### config.mk
export PLATFORM = sky130hd
export DESIGN_NAME = sliding_window_median_cost
export DESIGN_NICKNAME = d
export VERILOG_FILES = /design/src/swm_pkg.sv /design/src/swm_ring.sv /design/src/swm_sort.sv /design/src/sliding_window_median_cost.sv
export SDC_FILE = /design/constraint.sdc
export NUM_CORES = 2
export LEC_CHECK = 0
export BUFFER_PORTS_ARGS = -buffer_cell sky130_fd_sc_hd__buf_2
export CORE_MARGIN = 5
export CORE_UTILIZATION = 30
export CTS_BUF_LIST = sky130_fd_sc_hd__clkbuf_4
export DETAILED_ROUTE_END_ITERATION = 10
export HOLD_SLACK_MARGIN = 0.08
export SYNTH_ARGS = -nofsm -noshare
export SYNTH_HDL_FRONTEND = slang
export SYNTH_SLANG_ARGS = --single-unit
### constraint.sdc
create_clock -name clk -period 12.7 [get_ports clk]
set_input_delay 0.635 -clock clk [delete_from_list [all_inputs] [get_ports clk]]
set_output_delay 0.635 -clock clk [all_outputs]
set_load 0.01 [all_outputs]
### src/swm_pkg.sv
// shared constants, types and state codes for the sliding-window median block
`default_nettype none
package swm_pkg;

	// parameter defaults
	localparam int WINDOW_MAX_DEF  = 64;
	localparam int SAMPLE_BITS_DEF = 16;

	// fixed field widths
	localparam int MEDIAN_BITS = 16;
	localparam int COST_BITS   = 22;
	localparam int CFG_BITS    = 7;

	// register file
	localparam int            APB_ADDR_BITS    = 3;
	localparam int            APB_DATA_BITS    = 32;
	localparam logic          REG_WINDOW_SIZE  = 1'b0;
	localparam logic [CFG_BITS-1:0] WINDOW_SIZE_RST = 7'd3;

	// top-level sequencer
	typedef enum logic [1:0] {
		TOP_IDLE,
		TOP_LOAD,
		TOP_SORT,
		TOP_OUT
	} top_state_t;

	// sorted-window pass engine
	typedef enum logic {
		SRT_IDLE,
		SRT_RUN
	} srt_state_t;

	// command into the sort engine
	typedef struct packed {
		logic go;
		logic remove;
		logic k_even;
	} sort_cmd_t;

	// status back from the sort engine
	typedef struct packed {
		logic busy;
		logic done;
	} sort_sts_t;

endpackage
`default_nettype wire

### src/swm_ring.sv
// arrival-order sample memory, one read and one write port, registered read
`default_nettype none
module swm_ring #(
	parameter int WINDOW_MAX  = swm_pkg::WINDOW_MAX_DEF,
	parameter int SAMPLE_BITS = swm_pkg::SAMPLE_BITS_DEF
) (
	input  logic                   clk,
	input  logic [((WINDOW_MAX > 1) ? $clog2(WINDOW_MAX) : 1)-1:0] rd_addr,
	output logic [SAMPLE_BITS-1:0] rd_data,
	input  logic                   wr_en,
	input  logic [((WINDOW_MAX > 1) ? $clog2(WINDOW_MAX) : 1)-1:0] wr_addr,
	input  logic [SAMPLE_BITS-1:0] wr_data
);
	import swm_pkg::*;

	logic [SAMPLE_BITS-1:0] mem [WINDOW_MAX];

	// read old data on a same-address write
	always_ff @(posedge clk) begin
		rd_data <= mem[rd_addr];
		if (wr_en) begin
			mem[wr_addr] <= wr_data;
		end
	end

endmodule
`default_nettype wire

### src/swm_sort.sv
// sorted window memory with a one-pass remove/insert merge and cost accumulation
`default_nettype none
module swm_sort #(
	parameter int WINDOW_MAX  = swm_pkg::WINDOW_MAX_DEF,
	parameter int SAMPLE_BITS = swm_pkg::SAMPLE_BITS_DEF
) (
	input  logic                              clk,
	input  logic                              arst_n,
	input  swm_pkg::sort_cmd_t                cmd,
	input  logic [SAMPLE_BITS-1:0]            ins_val,
	input  logic [SAMPLE_BITS-1:0]            old_val,
	input  logic [$clog2(WINDOW_MAX+1)-1:0]   n_in,
	input  logic [$clog2(WINDOW_MAX+1)-1:0]   n_out,
	input  logic [$clog2(WINDOW_MAX+1)-1:0]   mid_idx,
	output swm_pkg::sort_sts_t                sts,
	output logic [SAMPLE_BITS-1:0]            med,
	output logic [swm_pkg::COST_BITS-1:0]     cost
);
	import swm_pkg::*;

	localparam int KW = $clog2(WINDOW_MAX + 1);
	localparam int AW = (WINDOW_MAX > 1) ? $clog2(WINDOW_MAX) : 1;

	srt_state_t             state_q;
	srt_state_t             state_nx;
	logic                   done_q;
	logic [KW-1:0]          r_q;
	logic [KW-1:0]          w_q;
	logic                   removed_q;
	logic                   placed_q;
	logic [SAMPLE_BITS-1:0] ins_q;
	logic [SAMPLE_BITS-1:0] old_q;
	logic [KW-1:0]          n_in_q;
	logic [KW-1:0]          n_out_q;
	logic [KW-1:0]          mid_q;
	logic                   keven_q;
	logic [COST_BITS-1:0]   lo_q;
	logic [COST_BITS-1:0]   hi_q;
	logic [SAMPLE_BITS-1:0] med_q;

	logic [SAMPLE_BITS-1:0] mem [WINDOW_MAX];
	logic [SAMPLE_BITS-1:0] rd_q;

	logic                   hv;
	logic                   skip;
	logic                   place;
	logic                   emit_hd;
	logic                   out_en;
	logic                   consume;
	logic                   finish;
	logic [SAMPLE_BITS-1:0] out_val;
	logic [KW-1:0]          r_next;
	logic [AW-1:0]          rd_addr;
	logic [COST_BITS-1:0]   out_ext;

	// merge decision: drop the leaving sample once, slot the new one in order
	always_comb begin
		hv      = (r_q < n_in_q);
		skip    = !removed_q && hv && (rd_q == old_q);
		place   = !skip && !placed_q && (!hv || (ins_q <= rd_q));
		emit_hd = !skip && !place && hv;
		out_en  = (state_q == SRT_RUN) && (place || emit_hd);
		consume = (state_q == SRT_RUN) && (skip || emit_hd);
		out_val = place ? ins_q : rd_q;
		out_ext = COST_BITS'(out_val);
		r_next  = r_q + KW'(consume);
		rd_addr = (state_q == SRT_RUN) ? r_next[AW-1:0] : '0;
		finish  = (state_q == SRT_RUN) &&
			((out_en && (w_q == n_out_q - KW'(1))) || (!out_en && !skip));
	end

	// sorted memory, read ahead of the write pointer
	always_ff @(posedge clk) begin
		rd_q <= mem[rd_addr];
		if (out_en) begin
			mem[w_q[AW-1:0]] <= out_val;
		end
	end

	// next state
	always_comb begin
		state_nx = state_q;
		unique case (state_q)
			SRT_IDLE: begin
				if (cmd.go) begin
					state_nx = SRT_RUN;
				end
			end
			SRT_RUN: begin
				if (finish) begin
					state_nx = SRT_IDLE;
				end
			end
			default: state_nx = SRT_IDLE;
		endcase
	end

	// control registers
	always_ff @(posedge clk or negedge arst_n) begin
		if (!arst_n) begin
			state_q   <= SRT_IDLE;
			done_q    <= 1'b0;
			r_q       <= '0;
			w_q       <= '0;
			removed_q <= 1'b1;
			placed_q  <= 1'b1;
		end else begin
			state_q <= state_nx;
			done_q  <= finish;
			if (state_q == SRT_IDLE && cmd.go) begin
				r_q       <= '0;
				w_q       <= '0;
				removed_q <= !cmd.remove;
				placed_q  <= 1'b0;
			end else if (state_q == SRT_RUN) begin
				r_q <= r_next;
				if (out_en) begin
					w_q <= w_q + KW'(1);
				end
				if (skip) begin
					removed_q <= 1'b1;
				end
				if (place) begin
					placed_q <= 1'b1;
				end
			end
		end
	end

	// pass operands and running sums below and above the median slot
	always_ff @(posedge clk) begin
		if (state_q == SRT_IDLE && cmd.go) begin
			ins_q   <= ins_val;
			old_q   <= old_val;
			n_in_q  <= n_in;
			n_out_q <= n_out;
			mid_q   <= mid_idx;
			keven_q <= cmd.k_even;
			lo_q    <= '0;
			hi_q    <= '0;
		end else if (out_en) begin
			if (w_q < mid_q) begin
				lo_q <= lo_q + out_ext;
			end else if (w_q == mid_q) begin
				med_q <= out_val;
			end else begin
				hi_q <= hi_q + out_ext;
			end
		end
	end

	// sum of |v - med| over a sorted window, the even case has one extra entry above
	always_comb begin
		med      = med_q;
		cost     = hi_q - lo_q - (keven_q ? COST_BITS'(med_q) : '0);
		sts.busy = (state_q == SRT_RUN);
		sts.done = done_q;
	end

	// write pointer never passes the read pointer
	a_no_overrun: assert property (@(posedge clk) disable iff (!arst_n)
		out_en |-> (w_q <= r_next))
		else $error("sorted write overtakes unread entry");

	a_done_after_run: assert property (@(posedge clk) disable iff (!arst_n)
		done_q |-> $past(state_q == SRT_RUN))
		else $error("done without a pass");

	a_w_bound: assert property (@(posedge clk) disable iff (!arst_n)
		(state_q == SRT_RUN) |-> (w_q < n_out_q))
		else $error("write index past window");

endmodule
`default_nettype wire

### src/sliding_window_median_cost.sv
// sliding-window lower median and absolute-deviation cost, top level
//
// samples arrive on the sample channel (sample_valid / sample_stall); each
// word is taken when valid is high and stall is low. once the window holds
// window_size samples, each sample yields one result word on the result
// channel (result_valid / result_stall): the lower median of the window and
// the sum of absolute differences from it. samples before the window fills
// yield nothing.
// a sample passes from acceptance through the LOAD and SORT states (and OUT
// when it yields a result) to its result in the output register, and the next
// sample is taken only once the block is back in IDLE: LOAD reads the leaving
// sample from the ring memory, then one pass walks the sorted-window memory,
// removing the leaving sample, inserting the new one and summing.
// sample_stall stays high while a sample is in work. a finished result sits
// in the output register; while the receiver stalls the next sample is still
// taken and worked, and only its result waits for the register to free.
// reset empties the window and sets window_size to 3; writing window_size
// over the register port also empties the window. memories need no clearing.
`default_nettype none
module sliding_window_median_cost #(
	parameter int WINDOW_MAX  = swm_pkg::WINDOW_MAX_DEF,
	parameter int SAMPLE_BITS = swm_pkg::SAMPLE_BITS_DEF
) (
	input  logic                                  clk,
	input  logic                                  arst_n,
	// register port
	input  logic                                  psel,
	input  logic                                  penable,
	input  logic                                  pwrite,
	input  logic [swm_pkg::APB_ADDR_BITS-1:0]     paddr,
	input  logic [swm_pkg::APB_DATA_BITS-1:0]     pwdata,
	output logic [swm_pkg::APB_DATA_BITS-1:0]     prdata,
	output logic                                  pready,
	// sample channel
	input  logic                                  sample_valid,
	output logic                                  sample_stall,
	input  logic [SAMPLE_BITS-1:0]                sample,
	// result channel
	output logic                                  result_valid,
	input  logic                                  result_stall,
	output logic [swm_pkg::MEDIAN_BITS-1:0]       median,
	output logic [swm_pkg::COST_BITS-1:0]         cost
);
	import swm_pkg::*;

	localparam int KW = $clog2(WINDOW_MAX + 1);
	localparam int AW = (WINDOW_MAX > 1) ? $clog2(WINDOW_MAX) : 1;
	localparam int CW = (KW > CFG_BITS) ? KW : CFG_BITS;

	top_state_t             state_q;
	top_state_t             state_nx;
	logic [CFG_BITS-1:0]    ws_q;
	logic [KW-1:0]          fill_q;
	logic [AW-1:0]          ptr_q;
	logic [AW-1:0]          slot_q;
	logic                   full_q;
	logic                   emit_q;
	logic [SAMPLE_BITS-1:0] sample_q;
	logic                   res_valid_q;
	logic [MEDIAN_BITS-1:0] median_q;
	logic [COST_BITS-1:0]   cost_q;

	logic [CW-1:0]          ws_ext;
	logic [CW-1:0]          k_sat;
	logic [KW-1:0]          k;
	logic [KW-1:0]          mid;
	logic                   full;
	logic [AW-1:0]          slot;
	logic [KW-1:0]          ptr_inc;
	logic [AW-1:0]          ptr_next;
	logic                   cfg_wr;
	logic                   in_acc;
	logic                   out_free;
	logic                   out_load;
	logic                   ring_we;
	logic [SAMPLE_BITS-1:0] ring_rd;
	sort_cmd_t              eng_cmd;
	sort_sts_t              eng_sts;
	logic [SAMPLE_BITS-1:0] eng_med;
	logic [COST_BITS-1:0]   eng_cost;
	logic [KW-1:0]          n_in;
	logic [KW-1:0]          n_out;

	// effective window length, zero taken as one and clipped to the memory depth
	always_comb begin
		ws_ext = CW'(ws_q);
		if (ws_ext == '0) begin
			k_sat = CW'(1);
		end else if (ws_ext > CW'(WINDOW_MAX)) begin
			k_sat = CW'(WINDOW_MAX);
		end else begin
			k_sat = ws_ext;
		end
		k        = k_sat[KW-1:0];
		mid      = (k - KW'(1)) >> 1;
		full     = (fill_q == k);
		slot     = full ? ptr_q : fill_q[AW-1:0];
		ptr_inc  = KW'(ptr_q) + KW'(1);
		ptr_next = (ptr_inc >= k) ? '0 : ptr_inc[AW-1:0];
		n_in     = full_q ? k : fill_q;
		n_out    = full_q ? k : fill_q + KW'(1);
	end

	// register port
	assign pready = 1'b1;
	assign cfg_wr = psel && penable && pwrite && pready;
	assign prdata = (paddr[2] == REG_WINDOW_SIZE) ? APB_DATA_BITS'(ws_q) : '0;

	// handshakes
	assign out_free     = !res_valid_q || !result_stall;
	assign in_acc       = sample_valid && !sample_stall;
	assign result_valid = res_valid_q;
	assign median       = median_q;
	assign cost         = cost_q;

	// next state
	always_comb begin
		state_nx = state_q;
		unique case (state_q)
			TOP_IDLE: begin
				if (sample_valid) begin
					state_nx = TOP_LOAD;
				end
			end
			TOP_LOAD: state_nx = TOP_SORT;
			TOP_SORT: begin
				if (eng_sts.done) begin
					state_nx = emit_q ? TOP_OUT : TOP_IDLE;
				end
			end
			TOP_OUT: begin
				if (out_free) begin
					state_nx = TOP_IDLE;
				end
			end
			default: state_nx = TOP_IDLE;
		endcase
	end

	// sequencer outputs
	always_comb begin
		sample_stall   = (state_q != TOP_IDLE);
		ring_we        = (state_q == TOP_LOAD);
		eng_cmd.go     = (state_q == TOP_LOAD);
		eng_cmd.remove = full_q;
		eng_cmd.k_even = !k[0];
		out_load       = (state_q == TOP_OUT) && out_free;
	end

	// control state, window bookkeeping and output valid
	always_ff @(posedge clk or negedge arst_n) begin
		if (!arst_n) begin
			state_q     <= TOP_IDLE;
			ws_q        <= WINDOW_SIZE_RST;
			fill_q      <= '0;
			ptr_q       <= '0;
			res_valid_q <= 1'b0;
		end else begin
			state_q <= state_nx;
			if (cfg_wr && paddr[2] == REG_WINDOW_SIZE) begin
				ws_q   <= pwdata[CFG_BITS-1:0];
				fill_q <= '0;
				ptr_q  <= '0;
			end else if (state_q == TOP_LOAD) begin
				if (full_q) begin
					ptr_q <= ptr_next;
				end else begin
					fill_q <= fill_q + KW'(1);
				end
			end
			if (out_load) begin
				res_valid_q <= 1'b1;
			end else if (!result_stall) begin
				res_valid_q <= 1'b0;
			end
		end
	end

	// accepted word and result payload
	always_ff @(posedge clk) begin
		if (in_acc) begin
			sample_q <= sample;
			slot_q   <= slot;
			full_q   <= full;
			emit_q   <= full || (fill_q + KW'(1) == k);
		end
		if (out_load) begin
			median_q <= MEDIAN_BITS'(eng_med);
			cost_q   <= eng_cost;
		end
	end

	// arrival-order store
	swm_ring #(
		.WINDOW_MAX  (WINDOW_MAX),
		.SAMPLE_BITS (SAMPLE_BITS)
	) u_ring (
		.clk     (clk),
		.rd_addr (slot),
		.rd_data (ring_rd),
		.wr_en   (ring_we),
		.wr_addr (slot_q),
		.wr_data (sample_q)
	);

	// sorted store and cost pass
	swm_sort #(
		.WINDOW_MAX  (WINDOW_MAX),
		.SAMPLE_BITS (SAMPLE_BITS)
	) u_sort (
		.clk     (clk),
		.arst_n  (arst_n),
		.cmd     (eng_cmd),
		.ins_val (sample_q),
		.old_val (ring_rd),
		.n_in    (n_in),
		.n_out   (n_out),
		.mid_idx (mid),
		.sts     (eng_sts),
		.med     (eng_med),
		.cost    (eng_cost)
	);

	a_fill_bound: assert property (@(posedge clk) disable iff (!arst_n)
		fill_q <= k)
		else $error("fill count above window length");

	a_done_in_sort: assert property (@(posedge clk) disable iff (!arst_n)
		eng_sts.done |-> (state_q == TOP_SORT))
		else $error("sort pass finished outside sort state");

	a_sort_active: assert property (@(posedge clk) disable iff (!arst_n)
		(state_q == TOP_SORT) |-> (eng_sts.busy || eng_sts.done))
		else $error("waiting on an idle sort engine");

	a_result_loaded: assert property (@(posedge clk) disable iff (!arst_n)
		out_load |=> result_valid)
		else $error("result not presented after load");

endmodule
`default_nettype wire

# [After elaboration in Yosys (flattened, before gate mapping)]
# Memory sizes are Yosys's and may differ from the RTL's. A register that Yosys moved wholly into a read port is not among the register bits.
# Cells that the tools add are included.
[word_totals] reg_bits=216 ram_bits=2048 in_bits=58 word_cells=153 mem_count=2
[op_classes] add_sub_neg=10 n_lt_le_gt_ge=5 n_eq_ne=13 muxes=40 bitwise=5 n_reduce_logical=52
[memory_table] memory="u_ring.mem" words=64 word_bits=16 read_ports=1 rd_ports_with_merged_regs=1 wr=1 line="swm_ring.sv:16" source="logic [SAMPLE_BITS-1:0] mem [WINDOW_MAX];"
[memory_table] memory="u_sort.mem" words=64 word_bits=16 read_ports=1 rd_ports_with_merged_regs=1 wr=1 line="swm_sort.sv:41" source="logic [SAMPLE_BITS-1:0] mem [WINDOW_MAX];"
[op_table] cell="two-way mux 7 bit" count=13
[op_table] cell="adder 22 x 16 -> 22 bit" count=2
[op_table] cell="subtractor 22 bit" count=2
[op_table] cell="two-way mux 6 bit" count=6
[op_table] cell="two-way mux 16 bit" count=2
[op_table] cell="equality test 7 bit" count=3
[op_table] cell="logical AND 1 bit" count=17
[op_table] cell="equality test 16 bit" count=1
[op_table] cell="less-or-equal comparator 16 bit" count=1
[op_table] cell="adder 7 x 1 -> 7 bit, second input constant" count=2
[op_table] cell="nonzero test 2 bit" count=7
[op_table] cell="subtractor 7 x 1 -> 7 bit, second input constant" count=2
[op_table] cell="two-way mux 1 bit" count=13
[op_table] cell="AND reduction 2 bit" count=6
[op_table] cell="logical NOT 1 bit" count=11
[op_table] cell="two-way mux 2 bit" count=4
[op_table] cell="case mux 2 bit (4 select lines)" count=1
[op_table] cell="adder 6 x 1 -> 7 bit, second input constant" count=1
[op_table] cell="adder 7 x 1 -> 7 bit" count=1
[op_table] cell="equality test 7 x 6 -> 1 bit" count=1
[op_table] cell=">= comparator 7 bit" count=1
[op_table] cell="> comparator 7 bit, second input constant" count=1
[op_table] cell="logical NOT 7 bit" count=1
[op_table] cell="< comparator 7 x 6 -> 1 bit" count=1
[op_table] cell="11 further kinds" count=25

# [Logic depth before layout (Yosys ltp)]
[depth] word_depth=17 ltp_mapped=27 mapped_depth_nobuf=24

# [By module]
# A second synthesis with hierarchy kept.
[hier_totals] cells_unflattened=5207 hier_area_um2=93080.5
[modules_own_cells] module="swm_sort" n_inst=1 cells_per_inst=3033 area_each_um2=48930.7
[modules_own_cells] module="swm_ring" n_inst=1 cells_per_inst=1829 area_each_um2=40042.2
[modules_own_cells] module="sliding_window_median_cost" n_inst=1 cells_per_inst=345 area_each_um2=4107.7

# [Least setup slack after synthesis]
# No wires, ideal clock.
[synth_timing] kind="register -> register" start="register u_sort.rd_q[1], read port of u_sort.mem" end="register u_sort.lo_q[18]" setup_ns=0.128 t_arrival_ns=5.807 required_ns=12.572 slack_ns=6.766 stages_incl_launch_ff=26 period_less_slack_ns=5.934 cell_sequence="dfxtp_1 -> inv_1 -> ha_1 -> nor2b_1 -> o21a_1 -> o21a_1 -> o21a_1 -> o21ai_0 -> nand2b_1 -> a21oi_1 -> o221ai_1 -> a311oi_2 -> clkbuf_1 -> mux2_2 -> ha_1 -> fa_1 -> a21o_1 -> a21o_1 -> a2111o_1 -> nand2_1 -> o2111a_1 -> o41ai_1 -> a211oi_1 -> nor4b_1 -> xnor2_1 -> nor2_1"
[synth_lines] item="start: declaration" line="swm_sort.sv:42" source="logic [SAMPLE_BITS-1:0] rd_q;"
[synth_lines] item="parallel branches: the longest is 4 deep, another holds less-or-equal comparator 16 bit"
[synth_lines] item="logical AND 1 bit *" line="swm_sort.sv:60" source="place = !skip && !placed_q && (!hv || (ins_q <= rd_q));"
[synth_lines] item="two-way mux 16 bit *" line="swm_sort.sv:64" source="out_val = place ? ins_q : rd_q;"
[synth_lines] item="via u_sort.out_val[0]" line="swm_sort.sv:51" source="logic [SAMPLE_BITS-1:0] out_val;"
[synth_lines] item="adder 22 x 16 -> 22 bit *" line="swm_sort.sv:143" source="lo_q <= lo_q + out_ext;"
[synth_lines] item="end signal: assignment" line="swm_sort.sv:143"
[synth_lines] item="end: declaration" line="swm_sort.sv:37" source="logic [COST_BITS-1:0] lo_q;"
# Mark *: on every way through the listed nets, which the timed path passes.
# A chain may end at the register's enable or synchronous reset.

# [Final worst setup path]
[layout_timing] start="register u_sort.rd_q[1], read port of u_sort.mem" end="register u_sort.rd_q[1], read port of u_sort.mem"
[layout_between] elab_chain_cells=12
[layout_rtl] item="parallel branches: the longest is 8 deep, another holds less-or-equal comparator 16 bit"
[layout_rtl] item="logical OR 1 bit *" line="swm_sort.sv:63" source="consume = (state_q == SRT_RUN) && (skip || emit_hd);"
[layout_rtl] item="logical AND 1 bit *" line="swm_sort.sv:63"
[layout_rtl] item="adder 7 x 1 -> 7 bit *" line="swm_sort.sv:66" source="r_next = r_q + KW'(consume);"
[layout_rtl] item="two-way mux 6 bit *" line="swm_sort.sv:67" source="rd_addr = (state_q == SRT_RUN) ? r_next[AW-1:0] : '0;"
# Every way passes the cells marked *.

==> out/qor.csv <==
stage;metric;value;unit
run_status;outcome;completed;
cells_and_area;drive_above_1_share;0.199;
timing;final.period_utilization;0.548;
min_path;hold_path_class;primary input to async pin;
power_and_ir_drop;p_per_area;248;nW/um2
clock_network;clock_path_buffers;4;
timing;slew_headroom;0.111;
clock_network;cts_buffers;553;
global_route;antenna_found_initial;10;
timing;finalHoldViolCount;0;
timing;tightest_slew;1320;ps
global_route;grt_max_degree;162;
place;place.gp.congestion;0.829;
timing;drv_slew;0;
cells_and_area;final_nets;6797;
timing;layout_setup_ws;5730;ps
logic_synthesis;syn_inst;6130;
cells_and_area;n_fill_cell;29700;
logic_synthesis;synth_most_common_cell;edfxtp_1;
cells_and_area;syn_to_final_growth;13.8;%
logic_synthesis;synthArstFlopShare;0.0179;
global_route;grt_pass1_wl;357000;um
floorplanning;die_width;567;um
logic_synthesis;yosys.area.top_type_share;0.703;
setup_path;endpoint_kind;flip-flop;
logic_synthesis;yosysSeqAreaShare;0.731;
logic_synthesis;synth_commonest_cells;edfxtp_1 (2179), nand2_1 (797), a21oi_1 (309), nor2_1 (262), clkbuf_1 (244);
logic_synthesis;synth_edf_count;2179;
floorplanning;core_area;309000;um2
drt;routedWlPerCell;21.9;um
timing;final-setup-viol-count;0;
clock_network;htreeDepth;6;
global_route;overflow;0;
power_and_ir_drop;leakagePower;0.0351;uW
logic_synthesis;synth_ff_type;edfxtp_1;
timing;rsz0062_at_grt;no;
drt;drc;0;
drt;drt_iter0_drc;5677;
drt;vias;56100;
clock_network;clock_sinks;2296;
timing;min_period;6970;ps
setup_path;start_kind;flip-flop;
drt;via_per_inst;5.06;
power_and_ir_drop;vdd_drop_max;0.335;mV
setup_path;cp_max_fo;102;
drt;antenna_left;0;
logic_synthesis;ys_ff_latch;2296;
logic_synthesis;yosysWarnings;0;
global_route;grt_pass1_vias;55700;
drt;dr.pass1.iters;5;
floorplanning;die_area;321000;um2
setup_path;critPathKind;flip-flop to flip-flop;
place;post-place-ws;5880;ps
setup_path;required;13760;ps
clock_network;clk_pin_slew;70;ps
floorplanning;start_util;0.301;
job;drv_cap;0;
drt;routed_wl;243000;um
logic_synthesis;syn_area_per_cell;15.2;um2
floorplanning;ioPinCount;131;
floorplanning;core.rowCount;204;
clock_network;worstSkewPairLatency;1250;ps
global_route;grt_usage;0.145;
place;hpwl;134000;um
clock_network;root_buffer;clkbuf_4;
setup_path;critPathArrivalTime;8030;ps
logic_synthesis;yosys.area.top_type;edfxtp_1;
timing;fmax;144;MHz
logic_synthesis;netlist_top_cells_area;edfxtp_1 (70%), mux4_2 (3.8%), nand2_1 (3.2%);
timing;tns;0;ps
place;io_buffer_count;77;
timing;fin_worst_skew;102;ps
floorplanning;fp.dieH;567;um
clock_network;cts_tree;built;
logic_synthesis;netlist_area;93000;um2
logic_synthesis;synth.distinct_cells;80;
## per-layer routing
layer	part of all wire	vias to the layer above	GRT usage
li1	-	25100	-
met3	0.080	418	0.0321
met1	0.42	28400	0.198
met5	0.00011	-	0
met4	0.030	4	0.0505
met2	0.46	2241	0.228
## layout make-up
| type | count | area [um2] | share of cell area |
|---|---|---|---|
| Clock inverter | 106 | 658 | 0.00622 |
| Clock buffer | 796 | 5980 | 0.0565 |
| Sequential cell | 2296 | 68000 | 0.642 |
| Antenna cell | 9 | 22.5 | 0.000213 |
| Timing Repair Buffer | 323 | 2460 | 0.0232 |
| Inverter | 102 | 399 | 0.00377 |
| Tap cell | 4120 | 5150 | 0.0487 |
| Multi-Input combinational cell | 3343 | 23200 | 0.219 |
## registers in the layout (all words and copies together), names as in the netlist, 22 cells and up
signal	flops
u_sort.hi_q	22
u_sort.lo_q	22
u_sort.mem	1024
cost	22
u_ring.mem	1024
## cell families (layout without fill, tap and decap cells)
| group | after synthesis | count (layout) | share of synthesized area |
|---|---|---|---|
| AOI/OAI and AO/OA | 1231 | 1231 | 0.0878 |
| xor gates and xnor gates | 113 | 113 | 0.0106 |
| adders and majority gates | 120 | 120 | 0.0176 |
| buffers and inverters | 515 | 1327 | 0.0235 |
| DFF | 2296 | 2296 | 0.731 |
| muxes | 330 | 330 | 0.0574 |
| other | 2 | 35 | 0.0000807 |
| and+or+nand+nor | 1523 | 1523 | 0.0722 |
## worst max-delay path: stages (launching register included)
cell	delay, ps
dfxtp_1	400
inv_1	60
ha_1	300
nor2b_1	130
o21a_1	160
o21a_1	160
o21a_1	160
o21ai_0	140
nand2b_1	70
a21oi_1	160
o221ai_1	210
a31oi_1	210
a211oi_1	150
ha_4	190
ha_1	220
xor2_1	330
and2_4	520
buf_12	590
buf_4	760
mux2i_1	170
o21ai_0	160
o21ai_0	100
nor2_1	110
a21oi_1	70
a211oi_1	620
a21oi_1	210
a21oi_1	360
## repair_timing
item / CTS / global route
hold endpoints to repair: 136 / 0
hold buffers: 50 / 0
resized for setup: 0 / 0
buffers inserted: 0 / 0
## through the flow
| stage | util | cell area, um2 | total power (uW) | hold slack (ps) | instances |
|---|---|---|---|---|---|
| floorplan | - | 93100 | 16900 | 339 | 6154 |
| global placement | 0.319 | 98700 | 20300 | 393 | 10100 |
| detailed placement | 0.319 | 98700 | 20500 | 391 | 10100 |
| CTS | 0.343 | 106000 | 26400 | 90.0 | 11100 |
| global route | 0.343 | 106000 | 27700 | 200 | 11100 |
| finish | 0.343 | 106000 | 26200 | 229 | 11100 |
## final timing paths
check / slack [ps] / to / from / depth (start not counted)
hold / removal: 230 / fill_q[0]$_DFFE_PN0P_ / arst_n / 2
max in group asynchronous: 11750 / u_sort.w_q[0]$_DFFE_PN0P_ / arst_n / 2
setup / recovery: 5730 / u_sort.rd_q[1]$_DFF_P_ / u_sort.rd_q[1]$_DFF_P_ / 26
setup reg to reg: 5730 / u_sort.rd_q[1]$_DFF_P_ / u_sort.rd_q[1]$_DFF_P_ / 26
min in group clk: 310 / result_valid$_DFFE_PN0P_ / result_stall / 4
hold reg to reg: 400 / u_sort.old_q[8]$_DFFE_PP_ / u_ring.rd_data[8]$_DFF_P_ / 0
## power by group
part	internal [uW]	switching (uW)
combinational	3460	6880
clock	3020	2850
sequential	9650	344
## placed cells by master, fill, tap and decap left out, types with 49 or more instances in the layout
cell type      netlist  final
buf_2               87     77
edfxtp_1          2179   2179
o21ai_0            201    201
a21oi_1            309    308
xnor2_1             64     64
inv_1               96     95
nor2_1             262    236
a31oi_1            112    112
clkinv_1             2     69
dlygate4sd3_1        0     50
dfxtp_1             76     76
buf_4               37    188
and3_1             134    134
o221ai_1           131    131
clkbuf_4             0    796
ha_1               102    101
a311oi_1            67     67
nand2_1            797    792
mux2i_1            131    131
o22ai_1             49     49
mux4_2             159    159
nor4_1              56     55
a211oi_1           158    158
nand3_1            131    130
Note: power is estimated with default switching activity, not from simulation.
